$ cat src/svog_pkg.sv
// ----------------------------------------------------------------------------
// svog_pkg
// Shared types and constants of the strided view offset generator.
// ----------------------------------------------------------------------------
`default_nettype none

package svog_pkg;

  localparam int NUM_SLOTS     = 4;
  localparam int IDX_W         = 16;
  localparam int NUM_W         = 32;
  localparam int STRIDE_W      = 24;
  localparam int CFG_W         = 24;
  localparam int CFG_IDX_W     = 3;
  localparam int PROD_W        = IDX_W + STRIDE_W;
  localparam int SUM_W         = PROD_W + 2;
  localparam int STEPS_PER_DIM = NUM_W;
  localparam int NUM_STEPS     = NUM_SLOTS * STEPS_PER_DIM;

  typedef enum logic [1:0] {
    STATUS_OK       = 2'd0,
    STATUS_RANGE    = 2'd1,
    STATUS_OVERFLOW = 2'd2
  } status_e;

  typedef enum logic {
    ACT_INDICES = 1'b0,
    ACT_LINEAR  = 1'b1
  } action_e;

  // register indexes
  localparam logic [CFG_IDX_W-1:0] REG_SHAPE0  = 3'd0;
  localparam logic [CFG_IDX_W-1:0] REG_SHAPE3  = 3'd3;
  localparam logic [CFG_IDX_W-1:0] REG_STRIDE0 = 3'd4;

  typedef struct packed {
    logic [NUM_SLOTS-1:0][IDX_W-1:0]    ext;     // effective extents
    logic [NUM_SLOTS-1:0][STRIDE_W-1:0] stride;
  } cfg_t;

  // item traveling through the split pipeline
  typedef struct packed {
    logic                            act;
    logic                            bad;
    logic [NUM_SLOTS-1:0][IDX_W-1:0] idx;
    logic [NUM_W-1:0]                num;  // dividend bits high, quotient bits low
    logic [IDX_W-1:0]                rem;
  } item_t;

endpackage

`default_nettype wire

$ cat src/svog_offset.sv
// ----------------------------------------------------------------------------
// svog_offset
// Index times stride products, then sum, overflow check and result register.
// ----------------------------------------------------------------------------
`default_nettype none

module svog_offset (
  input  wire                      clk_i,
  input  wire                      rst_ni,
  input  wire                      adv_i,
  input  svog_pkg::cfg_t           cfg_i,
  input  wire                      vld_i,
  input  svog_pkg::item_t          item_i,
  output logic                     vld_o,
  output logic [svog_pkg::NUM_W-1:0] offset_o,
  output svog_pkg::status_e        status_o
);
  import svog_pkg::*;

  logic                               prd_vld_q;
  logic                               prd_bad_q;
  logic [NUM_SLOTS-1:0][PROD_W-1:0]   prd_q;
  logic [SUM_W-1:0]                   sum;

  // leftover quotient after the outermost split means out of range
  always_ff @(posedge clk_i or negedge rst_ni) begin
    if (!rst_ni) begin
      prd_vld_q <= 1'b0;
      vld_o     <= 1'b0;
    end else if (adv_i) begin
      prd_vld_q <= vld_i;
      vld_o     <= prd_vld_q;
    end
  end

  always_ff @(posedge clk_i) begin
    if (adv_i) begin
      prd_bad_q <= item_i.bad | ((item_i.act == ACT_LINEAR) && (item_i.num != '0));
      for (int d = 0; d < NUM_SLOTS; d++) begin
        prd_q[d] <= PROD_W'(item_i.idx[d]) * PROD_W'(cfg_i.stride[d]);
      end
    end
  end

  always_comb begin
    sum = '0;
    for (int d = 0; d < NUM_SLOTS; d++) begin
      sum = sum + SUM_W'(prd_q[d]);
    end
  end

  always_ff @(posedge clk_i) begin
    if (adv_i) begin
      if (prd_bad_q) begin
        offset_o <= '0;
        status_o <= STATUS_RANGE;
      end else if (sum[SUM_W-1:NUM_W] != '0) begin
        offset_o <= '0;
        status_o <= STATUS_OVERFLOW;
      end else begin
        offset_o <= sum[NUM_W-1:0];
        status_o <= STATUS_OK;
      end
    end
  end

endmodule

`default_nettype wire

$ cat config.mk
export PLATFORM = sky130hd
export DESIGN_NAME = svog_offset
export DESIGN_NICKNAME = d
export VERILOG_FILES = /design/src/svog_pkg.sv /design/src/svog_offset.sv
export SDC_FILE = /design/constraint.sdc
export NUM_CORES = 2
export LEC_CHECK = 0
export ABC_AREA = 1
export BUFFER_PORTS_ARGS = -buffer_cell sky130_fd_sc_hd__buf_2
export CAP_MARGIN = 30
export CORE_MARGIN = 2
export CORE_UTILIZATION = 45
export CTS_BUF_LIST = sky130_fd_sc_hd__clkbuf_8
export DETAILED_ROUTE_END_ITERATION = 10
export PLACE_DENSITY_LB_ADDON = 0.15
export SETUP_SLACK_MARGIN = 0.2
export SLEW_MARGIN = 10
export SYNTH_ARGS = -nofsm -noshare
export SYNTH_HDL_FRONTEND = slang
export SYNTH_SLANG_ARGS = --single-unit
$ cat constraint.sdc
create_clock -name clk_i -period 11 [get_ports clk_i]
set_clock_uncertainty 0.15 [all_clocks]
set_input_delay 1.1 -clock clk_i [delete_from_list [all_inputs] [get_ports clk_i]]
set_output_delay 1.1 -clock clk_i [all_outputs]
set_load 0.03 [all_outputs]
# Word-level counts from Yosys, hierarchy flattened
# Cells that the tools add are included.
[totals]
register_bits = 197
input_bits = 278
out_inout_bits = 35
word_cells = 22
[op_classes]
addsub = 3
multipliers = 4
muxes = 1
n_bitwise = 1
reduce_logical = 4
[ops]
columns = ["operator", "count"]
rows = [
  ["$mul 16x24->40", 4],
  ["$add 41x40->42", 1],
  ["$add 42x40->42", 1],
  ["$add 40x40->41", 1],
  ["$reduce_bool 32->1", 1],
  ["$reduce_bool 10->1", 1],
  ["$mux 2", 1],
  ["$reduce_or 2->1", 1],
  ["$logic_and 1x1->1", 1],
  ["$or 1x1->1", 1],
]

# Depth between registers and ports, before layout
[depth]
ltp_word = 5
ltp_mapped = 28
depth_no_buf = 26

# Worst setup path after synthesis
# OpenSTA, ideal clock, no wires.
[synth_path]
kind = "in2reg"
from = "in cfg_i[85] (netlist name)"
to = "reg prd_q[155] (netlist name), data pin"
setup_ps = 258
arrival_time_ps = 6475
t_required_ps = 10592
path_slack_ps = 4117
path_stages = 24
path_buffers = 2
cell_sequence = "clkbuf_1 -> clkbuf_1 -> nand2_1 -> fa_1 -> inv_1 -> fa_1 -> inv_1 -> fa_1 -> inv_1 -> fa_1 -> fa_1 -> inv_1 -> fa_1 -> inv_1 -> ha_1 -> nand2_1 -> nor2_1 -> inv_1 -> o21ai_0 -> nor2_1 -> o21ai_0 -> a21oi_1 -> o21a_1 -> xnor2_1"
[synth_via]
elab_chain_len = 1
[synth_rtl]
columns = ["element", "line", "source"]
rows = [
  ["from (decl)", "svog_offset.sv:11", "input svog_pkg::cfg_t cfg_i,"],
  ["$mul 16x24->40", "svog_offset.sv:40", "prd_q[d] <= PROD_W'(item_i.idx[d]) * PROD_W'(cfg_i.stride[d]);"],
  ["to (signal, indexed assignment)", "svog_offset.sv:40", ""],
  ["to (decl)", "svog_offset.sv:22", "logic [NUM_SLOTS-1:0][PROD_W-1:0] prd_q;"],
]
# No other way between the ends.
# A chain may end at the register's enable or synchronous reset.

# Final worst setup path
[layout_path]
from = "in item_i[103] (netlist name)"
to = "reg prd_q[155] (netlist name), data pin"
[layout_via]
elab_chain_len = 1
[layout_rtl]
columns = ["element", "line", "source"]
rows = [
  ["from (decl)", "svog_offset.sv:13", "input svog_pkg::item_t item_i,"],
  ["$mul 16x24->40", "svog_offset.sv:40", ""],
]
# No other way between the ends.

==> impl_metrics.yaml <==
status:
  outcome: "finished clean"
global_route:
  antenna_found_initial: 4
  grt_first_pass_wirelength_um: 272000
  grt_max_degree: 81
  grt-ovfl-total: 0
  grt_pass1_vias: 50200
  grt_usage_pct: 24.8
timing:
  worst_pin_slew_ps: 812
  finalCritPeriodShare_pct: 64.9
  fmax_mhz: 140
  setup_slack_ps: 3870
  finalSetupTns_ps: 0
  report.final.slew_viol_count: 0
  period_minus_slack_ps: 7130
  max_slew_margin_pct: 45.9
  hold_viol: 0
  rsz0062_at_grt: "no"
  setup_viol: 0
layout:
  nNetsFinal: 9674
  multi_input_area_um2: 45800
  fin_util_pct: 47.4
  drive_gt1_share_pct: 4.31
  design_area_um2: 64300
  area_growth_pct: 4.34
  register_area_um2: 5910
  fillers: 13600
clock_tree:
  cts_tree: "done"
  cts_buffer_depth: 2
  cts_buffers: 17
  cts_hold_buf: 0
  clock_latency_ps: 520
  cts_root_buf: "clkbuf_8"
  ctsResizeCount: 0
  path_clk_slew_ps: 110
  htree_levels: 4
  post_cts_buffers: 0
  clock_sinks: 197
routing:
  drcViolationCount: 0
  vias_per_cell: 4.99
  antenna_left: 0
  drt-pass1-iter-count: 6
  drt_iter0_drc: 2852
  vias: 46900
  avgRoutedWirePerCell_um: 17.8
  routed_wl_um: 167000
logic_synthesis:
  ys_seq_area_share_pct: 9.59
  syn_inst: 7671
  ys.flop_type: "edfxtp_1"
  ys_types: 35
  synth_common_cells: "2289 x inv_1, 2037 x nand2_1, 1304 x fa_1"
  synth_top_area_share_pct: 42.4
  ys_async_sr_fraction_pct: 1.02
  avgSynthCellArea_um2: 8.03
  yosysWarnings: 0
  syn_nets: 9742
  yosys.area.top_type: "fa_1"
  synth_most_common_cell: "inv_1"
  yosys-top-cells-area: "fa_1 42%, inv_1 14%, nand2_1 12%"
  netlist_area_um2: 61600
  synth_seq_cells: 197
  synth-edff-count: 195
min_path:
  hold_path.class: "input pin to async pin"
critical_path:
  path_class: "input pin to flop"
  critPathSlowestCell: "fa_1"
  arrival_ps: 7250
  start_kind: "input pin"
  r2r_slack_ps: 6260
  worstPathCellList: "buf_2 -> nand2_1 -> fa_1 -> inv_1 -> fa_1 -> inv_1 -> fa_1 -> inv_1 -> fa_1 -> fa_1 -> inv_1 -> fa_1 -> inv_1 -> ha_1 -> nand2_1 -> nor2_1 -> inv_1 -> o21ai_0 -> nor2_1 -> o21ai_0 -> a21oi_1 -> o21a_1 -> xnor2_1"
  worst_setup_path_end_kind: "flop"
  cpPeakStageDelay_ps: 560
  worstPathMaxFanout: 24
  crit_required_ps: 11120
die:
  core_um2: 136000
  initial_core_util_pct: 45.4
  design.portCount: 313
  rows: 135
  fp.dieH_um: 374
  dieArea_um2: 140000
  die_x_um: 374
placed_design:
  placed_area_um2: 63800
  pre_cts_slack_ps: 3360
  dp_hpwl_um: 139000
  gp_congestion: 0.913
  port_buffers: 232
run:
  maxCapViolations: 0
==> routing by layer <==
layer	part of all wire, %	track usage, %	vias up
li1	-	-	21700
met1	43	33.4	23700
met2	49	42.7	1290
met3	5.8	3.02	187
met4	2.2	5.39	2
met5	0.0078	0	-
==> critical path, delay by kind of cell <==
kind            cells  cell delay [ps]
compound gates      4             1200
xor+xnor            1              140
fa+ha+maj           7             3420
buf+inv             7              780
simple gates        4              570
==> final cells by class <==
| cell class | count | area share [%] |
|---|---|---|
| clock inverters | 15 | 0.327 |
| inverters | 2289 | 13.4 |
| repair buffers | 236 | 1.92 |
| well taps | 1781 | 3.47 |
| flip-flops and latches | 197 | 9.19 |
| diodes | 2 | 0.00779 |
| multi-input cells | 4862 | 71.4 |
| clock buffers | 17 | 0.364 |
==> path summary, 6_finish.rpt <==
check | startpoint | end | depth (start not counted)
hold / removal | rst_ni | prd_vld_q$_DFFE_PN0P_ | 1
setup reg to reg | prd_q[41]$_DFFE_PP_ | offset_o[0]$_SDFFCE_PP0P_ | 21
max in group asynchronous | rst_ni | vld_o$_DFFE_PN0P_ | 1
setup / recovery | item_i[103] | prd_q[155]$_DFFE_PP_ | 23
min in group clk_i | prd_vld_q$_DFFE_PN0P_ | vld_o$_DFFE_PN0P_ | 2
hold reg to reg | prd_vld_q$_DFFE_PN0P_ | vld_o$_DFFE_PN0P_ | 2
==> metrics by stage <==
| stage | hold WS (ps) | instances |
|---|---|---|
| 3_3_place_gp | 343 | 9363 |
| 5_1_grt | 174 | 9397 |
| 2_1_floorplan | 301 | 7671 |
| 4_1_cts | 165 | 9396 |
| 3_5_place_dp | 373 | 9364 |
| 6_report | 219 | 9399 |
==> cell usage in the layout, fill, tap and decap left out, types with 3 or more instances in the layout <==
cell       count
ha_1         489
clkinv_8       7
edfxtp_1     195
a21oi_1      212
nand2_1     2037
nand3b_1       4
inv_1       2289
nor3_1         8
o21bai_1      20
nand2_2       12
clkbuf_8      18
o21ai_0       98
a21o_1        19
fa_1        1304
xnor2_1       74
a31oi_1       48
nand3_2        6
xor2_1       106
o211ai_1       5
nor4_1        27
o221ai_1      11
o21a_1         9
and3_1         4
buf_2        231
nand4_1        7
a21boi_0       4
inv_6          3
nor2_2        38
o2111ai_1      3
o221a_2        3
nand3_1       70
nor2_1       239
==> registers in the layout, summed over array words and instances (netlist names) <==
register / count
offset_o: 32
vld_o: 1
prd_vld_q: 1
prd_q: 160
prd_bad_q: 1
status_o: 2
==> cells by family (layout without fill, tap and decap cells) <==
kind of cell	Yosys count	count (layout)	share of synthesized area (%)
fa+ha+maj	1793	1793	52.3
compound gates	435	435	3.99
other cells	0	2	0
flops	197	197	9.59
xor+xnor	180	180	2.56
buf+inv	2612	2557	16.0
simple gates	2454	2454	15.6
Power is not shown: default switching activity piles up to over one toggle a cycle in this logic, so the estimate is an artifact.
