`config.mk`:
```
export PLATFORM = sky130hd
export DESIGN_NAME = svog_cfg
export DESIGN_NICKNAME = d
export VERILOG_FILES = /design/src/svog_pkg.sv /design/src/svog_cfg.sv
export SDC_FILE = /design/constraint.sdc
export NUM_CORES = 1
export LEC_CHECK = 0
export BUFFER_PORTS_ARGS = -buffer_cell sky130_fd_sc_hd__buf_2
export CAP_MARGIN = 30
export CORE_AREA = 3 3 122 136
export CTS_CLUSTER_SIZE = 20
export DETAILED_ROUTE_END_ITERATION = 10
export DIE_AREA = 0 0 125 139
export HOLD_SLACK_MARGIN = 0.02
export SLEW_MARGIN = 5
export SYNTH_ARGS = -nofsm -noshare
export SYNTH_HDL_FRONTEND = slang
export SYNTH_SLANG_ARGS = --single-unit
```
`constraint.sdc`:
```
create_clock -name clk_i -period 2.33 [get_ports clk_i]
set_clock_uncertainty 0.05 [all_clocks]
set_input_delay 0.466 -clock clk_i [delete_from_list [all_inputs] [get_ports clk_i]]
set_output_delay 0.466 -clock clk_i [all_outputs]
set_load 0.02 [all_outputs]
```
`src/svog_pkg.sv`:
```
// ----------------------------------------------------------------------------
// svog_pkg
// Shared types and constants of the strided view offset generator.
// ----------------------------------------------------------------------------
`default_nettype none

package svog_pkg;

  localparam int NUM_SLOTS     = 4;
  localparam int IDX_W         = 16;
  localparam int NUM_W         = 32;
  localparam int STRIDE_W      = 24;
  localparam int CFG_W         = 24;
  localparam int CFG_IDX_W     = 3;
  localparam int PROD_W        = IDX_W + STRIDE_W;
  localparam int SUM_W         = PROD_W + 2;
  localparam int STEPS_PER_DIM = NUM_W;
  localparam int NUM_STEPS     = NUM_SLOTS * STEPS_PER_DIM;

  typedef enum logic [1:0] {
    STATUS_OK       = 2'd0,
    STATUS_RANGE    = 2'd1,
    STATUS_OVERFLOW = 2'd2
  } status_e;

  typedef enum logic {
    ACT_INDICES = 1'b0,
    ACT_LINEAR  = 1'b1
  } action_e;

  // register indexes
  localparam logic [CFG_IDX_W-1:0] REG_SHAPE0  = 3'd0;
  localparam logic [CFG_IDX_W-1:0] REG_SHAPE3  = 3'd3;
  localparam logic [CFG_IDX_W-1:0] REG_STRIDE0 = 3'd4;

  typedef struct packed {
    logic [NUM_SLOTS-1:0][IDX_W-1:0]    ext;     // effective extents
    logic [NUM_SLOTS-1:0][STRIDE_W-1:0] stride;
  } cfg_t;

  // item traveling through the split pipeline
  typedef struct packed {
    logic                            act;
    logic                            bad;
    logic [NUM_SLOTS-1:0][IDX_W-1:0] idx;
    logic [NUM_W-1:0]                num;  // dividend bits high, quotient bits low
    logic [IDX_W-1:0]                rem;
  } item_t;

endpackage

`default_nettype wire

```
`src/svog_cfg.sv`:
```
// ----------------------------------------------------------------------------
// svog_cfg
// Shape and stride registers; derives effective extents.
// ----------------------------------------------------------------------------
`default_nettype none

module svog_cfg #(
  parameter int NUM_DIMS = 4
) (
  input  wire                             clk_i,
  input  wire                             rst_ni,
  input  wire                             we_i,
  input  wire [svog_pkg::CFG_IDX_W-1:0]   idx_i,
  input  wire [svog_pkg::CFG_W-1:0]       data_i,
  output svog_pkg::cfg_t                  cfg_o
);
  import svog_pkg::*;

  localparam int ACTIVE = (NUM_DIMS > NUM_SLOTS) ? NUM_SLOTS : ((NUM_DIMS < 1) ? 1 : NUM_DIMS);

  logic [NUM_SLOTS-1:0][IDX_W-1:0]    shape_q;
  logic [NUM_SLOTS-1:0][STRIDE_W-1:0] stride_q;

  always_ff @(posedge clk_i or negedge rst_ni) begin
    if (!rst_ni) begin
      for (int d = 0; d < NUM_SLOTS; d++) begin
        shape_q[d]  <= IDX_W'(1);
        stride_q[d] <= STRIDE_W'(1);
      end
    end else if (we_i) begin
      if (idx_i <= REG_SHAPE3) begin
        shape_q[idx_i[1:0]] <= data_i[IDX_W-1:0];
      end else begin
        stride_q[idx_i[1:0]] <= data_i[STRIDE_W-1:0];
      end
    end
  end

  // leading inactive slots act as extent 1
  always_comb begin
    for (int d = 0; d < NUM_SLOTS; d++) begin
      cfg_o.ext[d]    = (d < NUM_SLOTS - ACTIVE) ? IDX_W'(1) : shape_q[d];
      cfg_o.stride[d] = stride_q[d];
    end
  end

endmodule

`default_nettype wire

```
# Yosys cells after proc, flatten, opt, wreduce, memory -nomap -nowiden

Index checks and enable logic that the tools add are counted.

Input port bits: 30
Flip-flop bits (word level): 160
Word-level logic and storage cells: 21

Order comparisons: 3
Bitwise operators: 1
Muxes and demuxes: 6
Reduce and logical (&&, ||, !) cells: 3

Operators by type and width:

| kind                 | count |
|---|---|
| $bwmux W96           | 1 |
| $bwmux W64           | 1 |
| $demux W24 S2        | 1 |
| $demux W16 S2        | 1 |
| $mux W24             | 1 |
| $mux W16             | 1 |
| $reduce_and A2 Y1    | 2 |
| $le A3 B2 Y1 const B | 1 |
| $lt A2 B3 Y1 const B | 1 |
| $ge A2 B1 Y1 const B | 1 |
| $logic_and A1 B1 Y1  | 1 |
| $not A1 Y1           | 1 |

# Depth between registers and ports, before layout

Gate-level depths: netlist of run 1.

Depth in word-level cells: 5
Depth in mapped cells: 5
Gate-level depth less buffers: 2

# Worst setup path after synthesis of run 1

OpenSTA, ideal clock, no wires.

Kind: input to register
Start: in idx_i[1] (netlist bit)
End: reg shape_q (netlist bit cfg_o[101])
Stages: 4
Data required time: 2155 ps
Setup time: 125 ps
Path slack: 600 ps
Arrival time: 1554 ps
Cells stage by stage: buf_6 -> nor4b_4 -> buf_8 -> mux2_4

Longest elaborated chain between the ends: 5
Elaborated cells between the ends (all ways): 8
Classes of those cells: 3 x order compare; 3 x mux; 2 x reduce/logical

RTL lines:

| what                                                               | line           | text |
|---|---|---|
| from (decl)                                                        | svog_cfg.sv:13 | `input wire [svog_pkg::CFG_IDX_W-1:0] idx_i,` |
| $lt A2 B3 Y1 (implied by the code) or $ge A2 B1 Y1 (tied branches) | svog_cfg.sv:32 | `shape_q[idx_i[1:0]] <= data_i[IDX_W-1:0];` |
| $logic_and A1 B1 Y1 (implied by the code)                          | svog_cfg.sv:32 |  |
| $mux W16 (implied by the code)                                     | svog_cfg.sv:32 |  |
| $demux W16 S2                                                      | svog_cfg.sv:32 |  |
| $bwmux W64                                                         | svog_cfg.sv:32 |  |
| to (signal, indexed assignment)                                    | svog_cfg.sv:32 |  |
| to (decl)                                                          | svog_cfg.sv:21 | `logic [NUM_SLOTS-1:0][IDX_W-1:0] shape_q;` |

Several ways; a longest one is shown, not always the timed one.
A chain may end at the register's enable or synchronous reset.

# Worst setup path after layout of run 1

Start: reg shape_q (netlist bit cfg_o[96])
End: out cfg_o[96] (netlist bit)

RTL lines:

| what      | line           | text |
|---|---|---|
| to (decl) | svog_cfg.sv:15 | `output svog_pkg::cfg_t cfg_o` |

No word-level cell between the ends.

==> flow_summary.json, run 1 <==
{
  "grt_pass1_wl_um": 23100,
  "yosysWarnings": 0,
  "antenna-diode-count": 0,
  "cp.arrival_ps": 1100,
  "crit_type": "register to output port",
  "insertion_delay_ps": 410,
  "routedWlPerCell_um": 18.7,
  "area_delta_synth_final_pct": 30.0,
  "numCtsBuffers": 17,
  "fill_cells": 1335,
  "synth.distinct_cells": 13,
  "powerDensity_nw_per_um2": 1090,
  "cts_resized": 0,
  "post-route-util": 0.512,
  "fp.coreArea_um2": 15500,
  "num_rows": 48,
  "synth_cells": 347,
  "avgSynthCellArea_um2": 17.6,
  "path_buf_inv": 1,
  "final_cell_mix": "buf_2 (188), dfrtp_1 (152), mux2_2 (150), clkbuf_16 (17), buf_4 (14)",
  "netlist_top_cells_area": "dfrtp_1 (62%), mux2_2 (28%), dfstp_2 (3.4%), mux2_4 (2.5%), buf_6 (1.1%)",
  "gp_congestion": 0.706,
  "hold_violations": 0,
  "final_layout_size_suffix_gt1_frac": 0.726,
  "drtIter0Drc": 102,
  "cts_sinks": 160,
  "ios": 190,
  "cp-startpoint": "cfg_o[96]",
  "grt_pass1_vias": 4046,
  "post-route-period-util": 0.695,
  "grt.overflow.total": 0,
  "synth_area_um2": 6110,
  "min_path_type": "input pin to register",
  "cpPeakStageDelay_ps": 530,
  "path_cells": "buf_2",
  "final_common_cell": "buf_2",
  "largest_register_ffs": 160,
  "grt_max_degree": 54,
  "grt_antenna_before_repair": 0,
  "cts.htree.levels": 4,
  "synth_top_cell_by_area": "dfrtp_1",
  "cts_buffer_depth": 2,
  "max_slew_margin": 0.547,
  "cts-root-buf": "clkbuf_16",
  "peakVddDrop_mv": 0.515,
  "post-cts-setup-buffers": 0,
  "finalSetupViolCount": 0,
  "rsz0062_at_grt": "false",
  "cp-end-kind": "output port",
  "reg2reg_slack_ps": 1490,
  "maxCapViolations": 0,
  "reg2reg_from": "cfg_o[151]",
  "vias": 3728,
  "yosys_register_bits": 160,
  "ys_seq_area_frac": 0.657,
  "placed_area_um2": 7360,
  "regArea_um2": 4010,
  "startpoint_type": "register",
  "grt_use_total": 0.170,
  "p_leak_uw": 0.00383,
  "cp_data_required_time_ps": 1810,
  "final_cell_area_um2": 7940,
  "postCtsHoldBufs": 1,
  "worst_pin_slew_ps": 678,
  "fin_crit_ps": 1620,
  "wirelength_um": 14300,
  "port_buffers": 189,
  "crit_path_max_fanout": 2,
  "fin_nets": 584,
  "start_util": 0.394,
  "dieArea_um2": 17400,
  "firstDrtPassIters": 4,
  "chipWidth_um": 125,
  "syn-num-nets": 377,
  "cts.clk_slew.worst_paths_ps": 60,
  "via_per_inst": 4.87,
  "fmax_ghz": 0.618,
  "multi_input_area_um2": 1980,
  "finalSetupTns_ps": 0,
  "yosysTopAreaCellShare": 0.623,
  "dp.final_hpwl_um": 10300,
  "slowest_stage": "dfstp_2",
  "drtAntennaViolNets": 0,
  "status": "completed",
  "cts_tree": "built",
  "holdCritStartpoint": "data_i[17]",
  "dieHeight_um": 139,
  "slew_violations": 0,
  "drc": 0,
  "crit_family": "flip-flops"
}
==> cell type report <==
| type | count | area share |
|---|---|---|
| clock buffer | 20 | 0.0575 |
| clock inverter | 10 | 0.0143 |
| multi-input combinational | 168 | 0.249 |
| sequential | 160 | 0.506 |
| tap | 200 | 0.0315 |
| timing repair buffer | 207 | 0.142 |
==> power breakdown <==
group / internal (uW) / switching (uW)
sequential: 3420 / 313
clock: 1620 / 1040
combinational: 933 / 1350
==> final timing paths <==
path                              endpoint  cells after the start
worst min-delay path             cfg_o[17]                      2
worst min register to register    cfg_o[7]                      1
worst max register to register  cfg_o[151]                      1
min in group asynchronous       cfg_o[126]                      2
max in group asynchronous        cfg_o[58]                      3
worst max-delay path             cfg_o[96]                      1
==> cell usage after synthesis <==
cell,count
nand4_1,1
nor4b_4,1
mux2_2,150
buf_8,1
buf_6,6
dfrtp_1,152
buf_4,2
and4bb_2,1
buf_2,10
nand4b_2,3
mux2_4,10
dfstp_2,8
nor4bb_1,2
==> per-layer routing <==
metal  vias up  global-route usage  routed length [um]
met5         -                   0                   0
met1      1912               0.214                6010
li1       1655                   -                   -
met3        16              0.0797                1290
met2       145               0.265                6810
met4         0              0.0474                 155
==> stage by stage <==
step | power, uW | setup slack [ps] | hold slack [ps] | cells
after floorplan | 5140 | 600 | 120 | 347
after detailed placement | 6100 | 270 | 393 | 734
after global routing | 9120 | 651 | 256 | 765
final | 8680 | 712 | 274 | 765
after global placement | 6030 | 330 | 388 | 734
after CTS | 8800 | 676 | 253 | 765
==> cells by family (layout without fill, tap and decap cells) <==
logic type,after synthesis,count (layout),share of synthesized area
buffers and inverters,19,237,0.0242
and+or+nand+nor,8,8,0.0176
muxes,160,160,0.301
DFF,160,160,0.657
(Power assumes the default switching activity.)
==> inputs of run 2 (changes only) <==
ABC_AREA = 1   (was not set)
CORE_AREA = 3 3 124 138   (was 3 3 122 136)
DIE_AREA = 0 0 127 141   (was 0 0 125 139)
clock period = 1.55 ns   (was 2.33 ns; I/O delays follow)
==> flow_summary.json, run 2 <==
{
  "drtAntennaViolNets": 0,
  "grt_max_degree": 39,
  "path_buf_inv": 1,
  "synth_top_cell_by_area": "dfrtp_1",
  "max_slew_margin": 0.635,
  "yosys_register_bits": 160,
  "start_util": 0.401,
  "peakVddDrop_mv": 0.716,
  "worst_pin_slew_ps": 546,
  "synth.distinct_cells": 11,
  "fin_nets": 933,
  "avgSynthCellArea_um2": 8.78,
  "drc": 0,
  "power_frac_comb": 0.229,
  "crit_path_max_fanout": 2,
  "synth_xor_area_frac": 0,
  "vias": 5466,
  "numCtsBuffers": 17,
  "synth_mux_area_frac": 0,
  "antenna-diode-count": 0,
  "p_leak_uw": 0.00475,
  "final_cell_area_um2": 8280,
  "final_cell_mix": "nand2_1 (371), buf_2 (188), dfrtp_1 (152), nand3_1 (120), buf_4 (24)",
  "synth_edf_count": 0,
  "final_layout_size_suffix_gt1_frac": 0.290,
  "synthAdderAreaFrac": 0,
  "fp.coreArea_um2": 15700,
  "p_int_uw": 8880,
  "port_buffers": 189,
  "final_common_cell": "nand2_1",
  "fmax_ghz": 0.667,
  "yosys.cell_count.top_type": "nand2_1",
  "grt_antenna_before_repair": 0,
  "ys_top_cells_by_count": "nand2_1 (371), dfrtp_1 (152), nand3_1 (120), clkbuf_1 (23), buf_2 (20)",
  "synth_cells": 719,
  "path_cells": "buf_2",
  "ys_seq_area_frac": 0.636,
  "reg2reg_slack_ps": 760,
  "hold_violations": 0,
  "groute.layer.met1.usage": 0.306,
  "grtUsageMet3": 0.0595,
  "crit_family": "flip-flops",
  "yosysTopAreaCellShare": 0.602,
  "cpPeakStageDelay_ps": 560,
  "grt_pass1_vias": 5350,
  "slowest_stage": "dfstp_2",
  "cts_buffer_depth": 2,
  "ios": 190,
  "cts_resized": 0,
  "cts_sinks": 160,
  "finalSetupTns_ps": 0,
  "yosysWarnings": 0,
  "placed_area_um2": 7610,
  "cts-root-buf": "clkbuf_16",
  "p_sw_uw": 4250,
  "chipWidth_um": 127,
  "gp_congestion": 0.806,
  "min_path_type": "input pin to register",
  "synth_area_um2": 6310,
  "grt.overflow.total": 0,
  "firstDrtPassIters": 5,
  "via_per_inst": 4.90,
  "crit_type": "register to output port",
  "netlist_top_cells_area": "dfrtp_1 (60%), nand2_1 (22%), nand3_1 (9.5%), dfstp_2 (3.3%), buf_2 (1.6%)",
  "dieArea_um2": 17900,
  "largest_register_ffs": 160,
  "routedWlPerCell_um": 17.6,
  "yosys.area_share.simple": 0.320,
  "cts.htree.levels": 4,
  "maxCapViolations": 0,
  "post-cts-setup-buffers": 0,
  "fin_crit_ps": 1500,
  "grt_pass1_wl_um": 30900,
  "synth_compound_area_frac": 0,
  "synth_top_family_by_area": "simple AND/OR/NAND/NOR gates",
  "startpoint_type": "register",
  "post-route-period-util": 0.968,
  "syn-num-nets": 749,
  "grtUsageMet2": 0.361,
  "dieHeight_um": 141,
  "rsz0062_at_grt": "false",
  "cts.clk_slew.worst_paths_ps": 60,
  "finalSetupViolCount": 0,
  "status": "completed",
  "cp-end-kind": "output port",
  "wirelength_um": 19700,
  "area_delta_synth_final_pct": 31.1,
  "slew_violations": 0,
  "postCtsHoldBufs": 1,
  "seq_power_share": 0.416,
  "cts_tree": "built",
  "grt_use_total": 0.224,
  "dp.final_hpwl_um": 13600,
  "drtIter0Drc": 377,
  "p_sw_frac": 0.324,
  "synth_ff_type": "dfrtp_1",
  "totalPowerFinal_uw": 13100,
  "powerDensity_nw_per_um2": 1590,
  "asyncSetResetFlopFracSynth": 1.00,
  "insertion_delay_ps": 410,
  "p_clk_frac": 0.356,
  "cp.arrival_ps": 1140,
  "gr-max-usage-layer": "met2",
  "num_rows": 48,
  "cp_data_required_time_ps": 1190
}
[run 2: cell types whose count changed in the layout (fill, tap and decap cells not counted), moves of 2 or more]
cell	change
mux2_4	-10
inv_1	+5
nand4b_2	-3
nand2_1	+371
bufinv_16	+3
nor4bb_4	-2
buf_4	+10
nand3_1	+120
inv_6	+2
buf_12	+4
nor2_4	+4
mux2_2	-150
[run 2: area by class of cell]
class / instances / area [um^2]
clock inverter: 13 / 208
sequential: 160 / 4010
fill: 1525 / 7460
tap: 200 / 250
timing repair buffer: 221 / 1280
multi-input combinational: 497 / 2050
inverter: 6 / 22.5
clock buffer: 19 / 453
[run 2: per-stage QoR]
| stage | hold slack, ps | util | setup slack (ps) | std cells |
|---|---|---|---|---|
| after CTS | 98.3 | 0.526 | 22.8 | 1116 |
| after floorplan | -35.6 | - | 344 | 719 |
| after global routing | 111 | 0.526 | 6.74 | 1116 |
| final | 114 | 0.526 | 50.3 | 1116 |
| after detailed placement | 156 | 0.483 | 90.8 | 1083 |
| after global placement | 158 | 0.483 | 133 | 1083 |
[run 2: logic make-up (layout without fill, tap and decap cells)]
| group | after synthesis | count (layout) |
|---|---|---|
| buffers and inverters | 62 | 259 |
| DFF | 160 | 160 |
| and+or+nand+nor | 497 | 497 |
[run 2: path summary, 6_finish.rpt]
check                           start    endpoint  depth (start not counted)
setup / recovery            cfg_o[96]   cfg_o[96]                          1
hold / removal             data_i[23]   cfg_o[95]                          3
setup reg to reg           cfg_o[112]  cfg_o[112]                          2
hold reg to reg             cfg_o[39]   cfg_o[39]                          2
max in group asynchronous      rst_ni   cfg_o[48]                          3
min in group asynchronous      rst_ni  cfg_o[159]                          2
[run 2: routing by layer]
layer	wire (um)	part of all wire	vias up
li1	-	-	2620
met1	8750	0.44	2636
met2	9350	0.48	196
met3	1430	0.073	14
met4	148	0.0075	0
met5	0	0	-
[run 2: power groups by stage]
stage                     logic (uW)  clock network [uW]  registers (uW)
after floorplan                  762                   0            6440
after global placement          2990                   0            5530
after detailed placement        3050                   0            5520
after CTS                       3050                4750            5460
after global routing            3300                4920            5550
final                           3000                4670            5460
